[config.mk]
export PLATFORM = sky130hd
export DESIGN_NAME = pvec_ctrl
export DESIGN_NICKNAME = d
export VERILOG_FILES = /design/src/pvec_pkg.sv /design/src/pvec_ctrl.sv
export SDC_FILE = /design/constraint.sdc
export NUM_CORES = 1
export LEC_CHECK = 0
export BUFFER_PORTS_ARGS = -buffer_cell sky130_fd_sc_hd__buf_4
export CAP_MARGIN = 15
export CORE_AREA = 2 2 39 41
export CTS_CLUSTER_DIAMETER = 30
export DETAILED_ROUTE_END_ITERATION = 12
export DIE_AREA = 0 0 41 43
export GPL_ROUTABILITY_DRIVEN = 0
export PLACE_DENSITY = 0.42
export SYNTH_ARGS = -nofsm -noshare
export SYNTH_HDL_FRONTEND = slang
export SYNTH_SLANG_ARGS = --single-unit
[constraint.sdc]
create_clock -name clock -period 1.24 [get_ports clock]
set_input_delay 0.124 -clock clock [delete_from_list [all_inputs] [get_ports clock]]
set_output_delay 0.124 -clock clock [all_outputs]
set_load 0.02 [all_outputs]
[src/pvec_pkg.sv]
// Package for the packed integer vector block: widths, register indexes,
// transaction structs and the control/status structs between controller and datapath.
// No dependencies.
`default_nettype none

package pvec_pkg;

   localparam int DATA_W          = 64;
   localparam int INDEX_W         = 16;
   localparam int FW_W            = 7;
   localparam int COUNT_W         = 17;
   localparam int CSR_IDX_W       = 1;
   localparam int CSR_DATA_W      = 17;
   // index * width: 16 + 7 bits; word number is that over 64
   localparam int BIT_W           = INDEX_W + FW_W;
   localparam int LW_W            = BIT_W - 6;
   localparam int STORE_WORDS_DEF = 1024;

   localparam logic [FW_W-1:0]      FIELD_WIDTH_RST   = 7'd8;
   localparam logic [CSR_IDX_W-1:0] CSR_FIELD_WIDTH   = 1'b0;
   localparam logic [CSR_IDX_W-1:0] CSR_ELEMENT_COUNT = 1'b1;
   localparam logic                 CMD_READ          = 1'b0;
   localparam logic                 CMD_WRITE         = 1'b1;

   typedef struct packed {
      logic               command;
      logic [INDEX_W-1:0] index;
      logic [DATA_W-1:0]  write_value;
   } req_type;

   typedef struct packed {
      logic [DATA_W-1:0] read_value;
      logic              status;
   } rsp_type;

   typedef struct packed {
      logic load;     // latch request
      logic mul;      // bit position = index * width
      logic rd_lo;    // read first word
      logic rd_hi;    // read second word
      logic cap_lo;   // capture first word
      logic cap_hi;   // capture second word
      logic wr_lo;    // write merged first word
      logic wr_hi;    // write merged second word
      logic respond;  // load response register
   } dp_cmd_type;

   typedef struct packed {
      logic fail;
      logic spans;
      logic is_write;
   } dp_stat_type;

endpackage

`default_nettype wire

[src/pvec_ctrl.sv]
// Controller for the packed integer vector: sequences bounds check, word reads
// and read-modify-write. Depends on pvec_pkg.
`default_nettype none

module pvec_ctrl
   import pvec_pkg::*;
(
   input  wire logic        clock,
   input  wire logic        reset,
   input  wire logic        start,
   output logic             busy,
   input  wire dp_stat_type stat,
   output dp_cmd_type       cmd
);

   localparam logic [2:0] ST_IDLE   = 3'd0;
   localparam logic [2:0] ST_MUL    = 3'd1;
   localparam logic [2:0] ST_CHK    = 3'd2;
   localparam logic [2:0] ST_RD_HI  = 3'd3;
   localparam logic [2:0] ST_CAP_HI = 3'd4;
   localparam logic [2:0] ST_FIN    = 3'd5;
   localparam logic [2:0] ST_WR_HI  = 3'd6;

   logic [2:0] state_ff;
   logic [2:0] state_in;

   always_comb begin
      state_in = state_ff;
      cmd      = '0;
      case (state_ff)
         ST_IDLE: begin
            if (start) begin
               cmd.load = 1'b1;
               state_in = ST_MUL;
            end
         end
         ST_MUL: begin
            cmd.mul  = 1'b1;
            state_in = ST_CHK;
         end
         ST_CHK: begin
            if (stat.fail) begin
               cmd.respond = 1'b1;
               state_in    = ST_IDLE;
            end else begin
               cmd.rd_lo = 1'b1;
               state_in  = ST_RD_HI;
            end
         end
         ST_RD_HI: begin
            cmd.cap_lo = 1'b1;
            cmd.rd_hi  = stat.spans;
            state_in   = ST_CAP_HI;
         end
         ST_CAP_HI: begin
            cmd.cap_hi = 1'b1;
            state_in   = ST_FIN;
         end
         ST_FIN: begin
            if (!stat.is_write) begin
               cmd.respond = 1'b1;
               state_in    = ST_IDLE;
            end else if (stat.spans) begin
               cmd.wr_lo = 1'b1;
               state_in  = ST_WR_HI;
            end else begin
               cmd.wr_lo   = 1'b1;
               cmd.respond = 1'b1;
               state_in    = ST_IDLE;
            end
         end
         ST_WR_HI: begin
            cmd.wr_hi   = 1'b1;
            cmd.respond = 1'b1;
            state_in    = ST_IDLE;
         end
         default: begin
            state_in = ST_IDLE;
         end
      endcase
   end

   always_ff @(posedge clock) begin
      if (reset) begin
         state_ff <= ST_IDLE;
      end else begin
         state_ff <= state_in;
      end
   end

   assign busy = (state_ff != ST_IDLE);

endmodule

`default_nettype wire

==> results.txt, run 1 <==
Fill cells in the final layout number 149. Clock tree synthesis inserted a total of 3 buffers. VDD sags by at most 383 uV. The tools report the number of detailed-route iterations in the first pass as 1. The I/O pin total is 16. The net count of the finished layout is 65. The area of the core was 1380 sq um. The count of endpoints failing hold in the final timing report came out at 0. After layout, the worst path uses 106% of the clock period. The arrival time at the worst endpoint came out at 1190 ps. The dominant cell type by area after synthesis is sky130_fd_sc_hd__dfxtp_1. The antenna diode count is 0.

The tools report the initial core utilization as 17.9%. Summing all multi-input logic gate instances after layout gives 224 sq um. Of all flip-flops after synthesis, the portion carrying an async set or reset was 0%.

At the pin with the least slew margin, the transition time is 207 ps. Startpoint of the worst setup timing path: state_ff[2]. The largest registers in the layout are state_ff (3).

Die extent in x: 41 um. Type of the most critical hold path: input pin to flop. In the routed layout, each cell is associated on average with a via count of 4.50. Total of endpoints with negative setup slack in the final report: 4.

The via count is 333. For the total number of placement rows, the log shows 14. The number of violations reported at the end of detailed-routing iteration 0 is 0, and the worst path setup slack after routing is -70.4 ps. Cells with a size suffix above 1 make up 72.4% of the layout. The worst setup path is of the flop to primary output kind. The number of levels in the clock H-tree was 1. Summing every instance area after synthesis gives 248 sq um.

The run gives 1120 ps as the data required time at the worst endpoint. TritonCTS built the clock tree. During placement, the flow inserted port buffers numbering 15. The flow ran to the end, but the final reports show violations. The average cell area after synthesis came out at 7.74 sq um. The clock reaches the later pin of the worst-skew pair after 230 ps.

Across every metal layer, demand over resource in global routing totals 10.6%. The post-layout minimum cycle time came out at 1310 ps. The total nets after synthesis came out at 38.

The root buffer cell was sky130_fd_sc_hd__clkbuf_4. The average detailed-routed wire length per instance came out at 11.4 um. In this run the worst path has a maximum fanout of 4. Excluding fillers, the count of instances in the completed layout stands at 74.

Measured along the y axis, the die boundary spans 43 um. The number of max-slew violations in the final report was 0. In this run the deepest clock path goes through 2 buffers. After synthesis, the cell types taking the most area are sky130_fd_sc_hd__dfxtp_1, sky130_fd_sc_hd__nand2b_1, sky130_fd_sc_hd__a21oi_1.

The checks that failed: negative setup slack. The number of buffers inserted by hold repair at cts is 0, and the worst clock skew on the final layout is 0.528 ps. For this run, the register share of the synthesized area comes to 24.2%.

sky130_fd_sc_hd__nand2b_1 is the most common cell in the netlist. In this run the most critical hold path is launched from reset. For the worst slack at placement, the log shows 82.0 ps. The type of origin of the critical path is a flop.

Yosys printed 0 warnings. The area of the die is 1760 sq um. The run gives 844 um as the final wirelength. The number of synthesized flops with an enable pin was 0. Leakage power: 0.246 nW. The logs give 8 for the pin count of the biggest net entering global routing and 86.1% for the remaining max-slew budget at the tightest pin.

For this design the ratio of total power to cell area is 778 nW/um^2. STA classifies the critical path endpoint as a primary output. The flip-flop count of the largest register, all copies and words added is 3. For the placed wire-length estimate, the log shows 554 um. The number of remaining DRC errors is 0. The cell count after synthesis came out at 32. Sorting the synthesized cells by how often they occur yields sky130_fd_sc_hd__nand2b_1, sky130_fd_sc_hd__a21oi_1, sky130_fd_sc_hd__dfxtp_1, sky130_fd_sc_hd__nand2_1, sky130_fd_sc_hd__nor2_1.

After detailed placement, the design holds a cell count of 65. CTS saw 3 sinks. Setup repair after global routing could not meet its margin everywhere.

Count of maximum capacitance violations: 0. Ranked by flip-flop count, first place goes to state_ff. The number of antenna violations at the first check in global routing is 0, and the share of the synthesized area in the top cell type is 24.2%.

For the global-route wire length before repair, the log shows 1300 um. Derived from the worst setup path, the maximum achievable clock frequency is 0.763 GHz. Via count of the first global-routing pass: 315.

The register clock-pin slew on the reported worst setup and hold paths came out at 40 ps. For this run, the leading register cell type out of synthesis is sky130_fd_sc_hd__dfxtp_1. The total congestion overflow after global routing was 0.

Launching point of the worst reg2reg path: state_ff[2]. The count of nets left with antenna violations once routing finished came out at 0. After synthesis the netlist holds a flip-flop and latch count of 3.

The count of cell types in the netlist was 20; the area of all sequential standard cells was 68.8 sq um. The area growth from synthesis to layout is 120%.
[worst max-delay path, stage by stage (launching register included)]
cell and delay [ps]:
sky130_fd_sc_hd__dfxtp_2 320, sky130_fd_sc_hd__and2b_2 260, sky130_fd_sc_hd__nor3b_4 220, sky130_fd_sc_hd__buf_6 140
[repair_timing]
item,4_1_cts,5_1_grt
endpoints found under the setup margin,8,8
setup buffers,3,2
gates resized for setup,14,10
pin swaps,2,3
[area by class of cell]
type                    count  area share [%]
multi-input cells          26            41.1
repair buffers             23            36.5
flip-flops and latches      3            12.6
clock buffers               4            4.82
well taps                  16            3.67
inverters                   2            1.38
[per-stage QoR]
stage	area [sq um]	utilization, %	hold slack (ps)	power, W	TNS [ps]
6_report	546	39.4	66.0	0.000424	-190
5_1_grt	546	39.4	75.1	0.000456	-446
4_1_cts	498	36.0	55.0	0.000416	-201
3_5_place_dp	394	28.5	311	0.000210	0
3_3_place_gp	394	28.5	310	0.000210	0
2_1_floorplan	250	-	193	0.000163	0
[final timing paths]
path,slack [ps],cells past startpoint,end
setup reg to reg,40,4,state_ff[1]
hold reg to reg,580,2,state_ff[0]
hold / removal,70,2,state_ff[2]
setup / recovery,-70,3,cmd[6]
[per-layer routing]
metal,routed length [um],GRT usage (%)
met1,355,14.4
met2,436,15.0
met3,52,3.66
met4,0,4.00
met5,0,0
[cell usage in the layout (no fill, tap or decap), drive strengths merged]
cell type and instances:
nor2b 1, and3 1, o221a 1, a211oi 1, a21oi 3, a21bo 1
nor2 3, o21ai 2, buf 23, dfxtp 3, and2 1, or3 1
and2b 1, nand2b 4, nand2 3, inv 2, clkbuf 4, o21bai 1
nor3b 2
[kinds of logic after synthesis]
group / share of synthesized area (%)
AND/OR/NAND/NOR: 43.4
AO/OA/AOI/OAI: 24.7
flip-flops: 24.2
buffers and inverters: 7.58
[where the power goes]
| part | internal, W | switching [W] |
|---|---|---|
| Combinational | 0.0000791 | 0.0000648 |
| Clock | 0.000121 | 0.0000503 |
| Sequential | 0.000101 | 0.00000854 |
Power figures use the tool's default switching activity.
==> inputs of run 2 (changes only) <==
GPL_TIMING_DRIVEN = 0   (was not set)
==> run 2 against run 1 <==
Hold slack worse by 7.6 ps; non-clock buffer count down 1; first-iteration DRC count up 6; critical endpoint is now cmd[8]; combinational power decreased by 6%; power fell by 1.1%; flip-flop and latch count is the same; the flow still finishes with violations (negative setup slack); wire length shrank 11%; critical path depth grew 1; clock power hardly changed; global-route usage down 1.1 points.
==> results.txt, run 2 (same netlist as run 1, synthesis figures left out) <==
The flow ran to the end, but the final reports show violations. The checks that failed: negative setup slack. The internal power consumption is 0.000297 W (-1.3%), and the die extent in x is 41 um (unchanged). The kind of cell with the highest combined delay along the critical path is simple AND/OR/NAND/NOR gates. The placed wire-length estimate came out at 521 um (-6.0%). The worst path setup slack after routing is -95.3 ps (-24.9 ps), and the length of routed wiring on met1 is 335 um (-5.6%). Number of clock buffers inserted by TritonCTS: 3 (unchanged). The tools report the final wirelength as 750 um (-11%). The tools report the kind of end point of the critical path as a primary output. The post-route core utilization was 38.6% (-0.81 points); the total power draw was 0.000420 W (-1.1%).

The register clock-pin slew on the reported worst setup and hold paths was 40 ps (about the same). The number of sinks handled by clock tree synthesis is 3 (unchanged). For the routed wire length on met3, the log shows 20 um (-62%). The type of origin of the critical path was a flop.

The library cells used most frequently in the layout, excluding fill and tap cells, are sky130_fd_sc_hd__buf_4, sky130_fd_sc_hd__buf_6, sky130_fd_sc_hd__nand2b_1, sky130_fd_sc_hd__a21oi_1, sky130_fd_sc_hd__clkbuf_4. Total congestion overflow after global routing: 0 (unchanged). The area added between synthesis and finish came out at 116%. The run gives 1380 sq um (unchanged) as the area of the core. Area of the die: 1760 sq um (unchanged).

The post-detailed-route via-to-cell ratio was 4.22 (-6.2%). The final cell count without fillers was 73 (-1.4%); the switching share of total power was 29.3% (+0.15 points). The via count came out at 308 (-7.5%). Leakage power: 0.240 nW (-2.4%). The maximum clock insertion buffer count is 2 (unchanged), and the number of violations reported at the end of detailed-routing iteration 0 is 6 (+6). The maximum cell stage delay along the critical path was 350 ps (+30 ps); the average detailed-routed wire length per instance was 10.3 um (-9.9%).

The post-layout minimum cycle time was 1340 ps (+24.9 ps); the count of endpoints failing hold in the final timing report was 0 (unchanged). Final clock period utilization by the worst path: 108% (+2.0 points). The number of max-slew violations in the final report came out at 0 (unchanged).

The count of maximum capacitance violations came out at 0 (unchanged). The logs give 227 uV (-41%) for the maximum vdd drop and 41.3% (+1.0 points) for the proportion of power drawn by the clock network. The leading cell type in the layout, fill and taps excluded is sky130_fd_sc_hd__buf_4. Setup repair after global routing could not meet its margin everywhere. The global-route usage over all layers came out at 9.49% (-1.1 points). The power density relative to cell area works out to 785 nW/um^2 (+0.95%). The root buffer cell chosen for the clock tree is sky130_fd_sc_hd__clkbuf_4. The tools report the pin count of the biggest net entering global routing as 10 (+2). The largest registers in the layout are state_ff (3). For the number of cells after detailed placement, the log shows 63 (-3.1%). The number of antenna violations at the first check in global routing was 0 (unchanged); the detailed-routed wire length on met2 was 393 um (-9.9%). The combinational group share of total power was 32.5% (-1.4 points); the fraction of power consumed by sequential logic was 26.3% (+0.5 points). The fmax is 0.749 GHz (-1.9%). The total number of nets in the final design is 64 (-1.5%), and the number of remaining DRC errors is 0 (unchanged).

The data required time at the worst endpoint is 1120 ps (about the same). The actual transition at the worst max-transition pin is 169 ps (-38.5 ps), and the worst-path maximum fanout is 3 (-1). The number of levels in the clock H-tree is 1 (unchanged), and the initial core utilization is 17.9% (unchanged). The run gives 0 (unchanged) as the post-detailed-route count of antenna-violating nets. The flip-flop count of the largest register, all copies and words added is 3 (unchanged). For the remaining max-slew budget at the tightest pin, the log shows 88.7% (+2.6 points). The internal reg-to-reg setup slack was 70 ps (+30 ps).

Register with the most flip-flops: state_ff. The total number of placement rows is 14 (unchanged), and the worst-skew pair later-pin latency is 230 ps (about the same). The fraction of final layout cells with drive strength greater than 1 came out at 70.2% (-2.2 points).

The min-delay analysis places its worst path in the category input pin to flop. The tools report the finished layout cell area as 534 sq um (-2.1%). The slowest stage cell on the critical path was sky130_fd_sc_hd__or3_4.

The antenna diode count came out at 0 (unchanged). By startpoint and endpoint, the worst setup path is classified as flop to primary output. The number of buffers and inverters on the critical path was 2 (+1); the total of endpoints with negative setup slack in the final report was 6 (+2). For the net switching power, the log shows 0.000123 W (-0.62%). The total negative slack for setup checks came out at -283 ps (-92.5 ps). The quantity of I/O buffers inserted on ports was 15 (unchanged); the number of buffers inserted by hold repair at cts was 0 (unchanged). The run gives 383 sq um (-2.9%) as the post-place instance area. The run gives 16 (unchanged) as the I/O pin total. The cell that appears most often on the critical path is sky130_fd_sc_hd__buf_6.

The tools report the worst clock skew on the final layout as 4.11 ps (+3.58 ps). TritonCTS built the clock tree. The run gives 4 (+3) as the number of detailed-route iterations in the first pass. The critical path goes through buf_6 -> or3_4 -> nor2_4 -> buf_6. The global-route wire length before repair came out at 1120 um (-14%). The via count of the first global-routing pass is 293 (-7.0%), and the overall die height is 43 um (unchanged). The topmost layer with routed signal wires is met3. For the arrival time at the worst endpoint, the log shows 1210 ps (+20 ps).
run 2: cell types whose count changed in the layout (fill, tap and decap cells not counted), sizes merged:
cell | previous run | this run
buf | 23 | 22
run 2: layout make-up:
cell class / count / area (sq um)
Buffer: 1 / 11.3
Inverter: 2 / 7.51
Clock buffer: 4 / 26.3
Multi-Input combinational cell: 26 / 220
Sequential cell: 3 / 68.8
Fill cell: 156 / 850
Timing Repair Buffer: 21 / 180
Tap cell: 16 / 20.0
run 2: path summary, 6_finish.rpt:
check,startpoint,to,depth (start not counted)
worst max-delay path,state_ff[2],cmd[8],4
worst min-delay path,reset,state_ff[2],2
worst min register to register,state_ff[1],state_ff[0],2
worst max register to register,state_ff[1],state_ff[1],4
run 2: timing repair:
item	4_1_cts	5_1_grt
endpoints found under the setup margin	9	10
pin swaps	3	4
gates resized for setup	9	13
buffers inserted	3	3
run 2: through the flow:
stage	hold slack, ps	setup slack (ps)
detailed placement	310	42.4
global placement	308	43.1
global route	52.5	-134
CTS	47.4	-171
floorplan	193	29.6
finish	58.4	-95.3
run 2: power by group through the flow:
| stage | Clock (W) | Combinational, W | Sequential [W] |
|---|---|---|---|
| global route | 0.000197 | 0.000145 | 0.000111 |
| floorplan | 0 | 0.0000527 | 0.000110 |
| detailed placement | 0 | 0.0000929 | 0.000113 |
| CTS | 0.000186 | 0.000109 | 0.000112 |
| finish | 0.000173 | 0.000136 | 0.000110 |
| global placement | 0 | 0.0000926 | 0.000113 |
run 2: per-layer routing:
layer	track usage, %	vias up
li1	-	159
met1	12.0	142
met2	14.1	7
met3	0	0
met4	8.00	0
met5	0	-
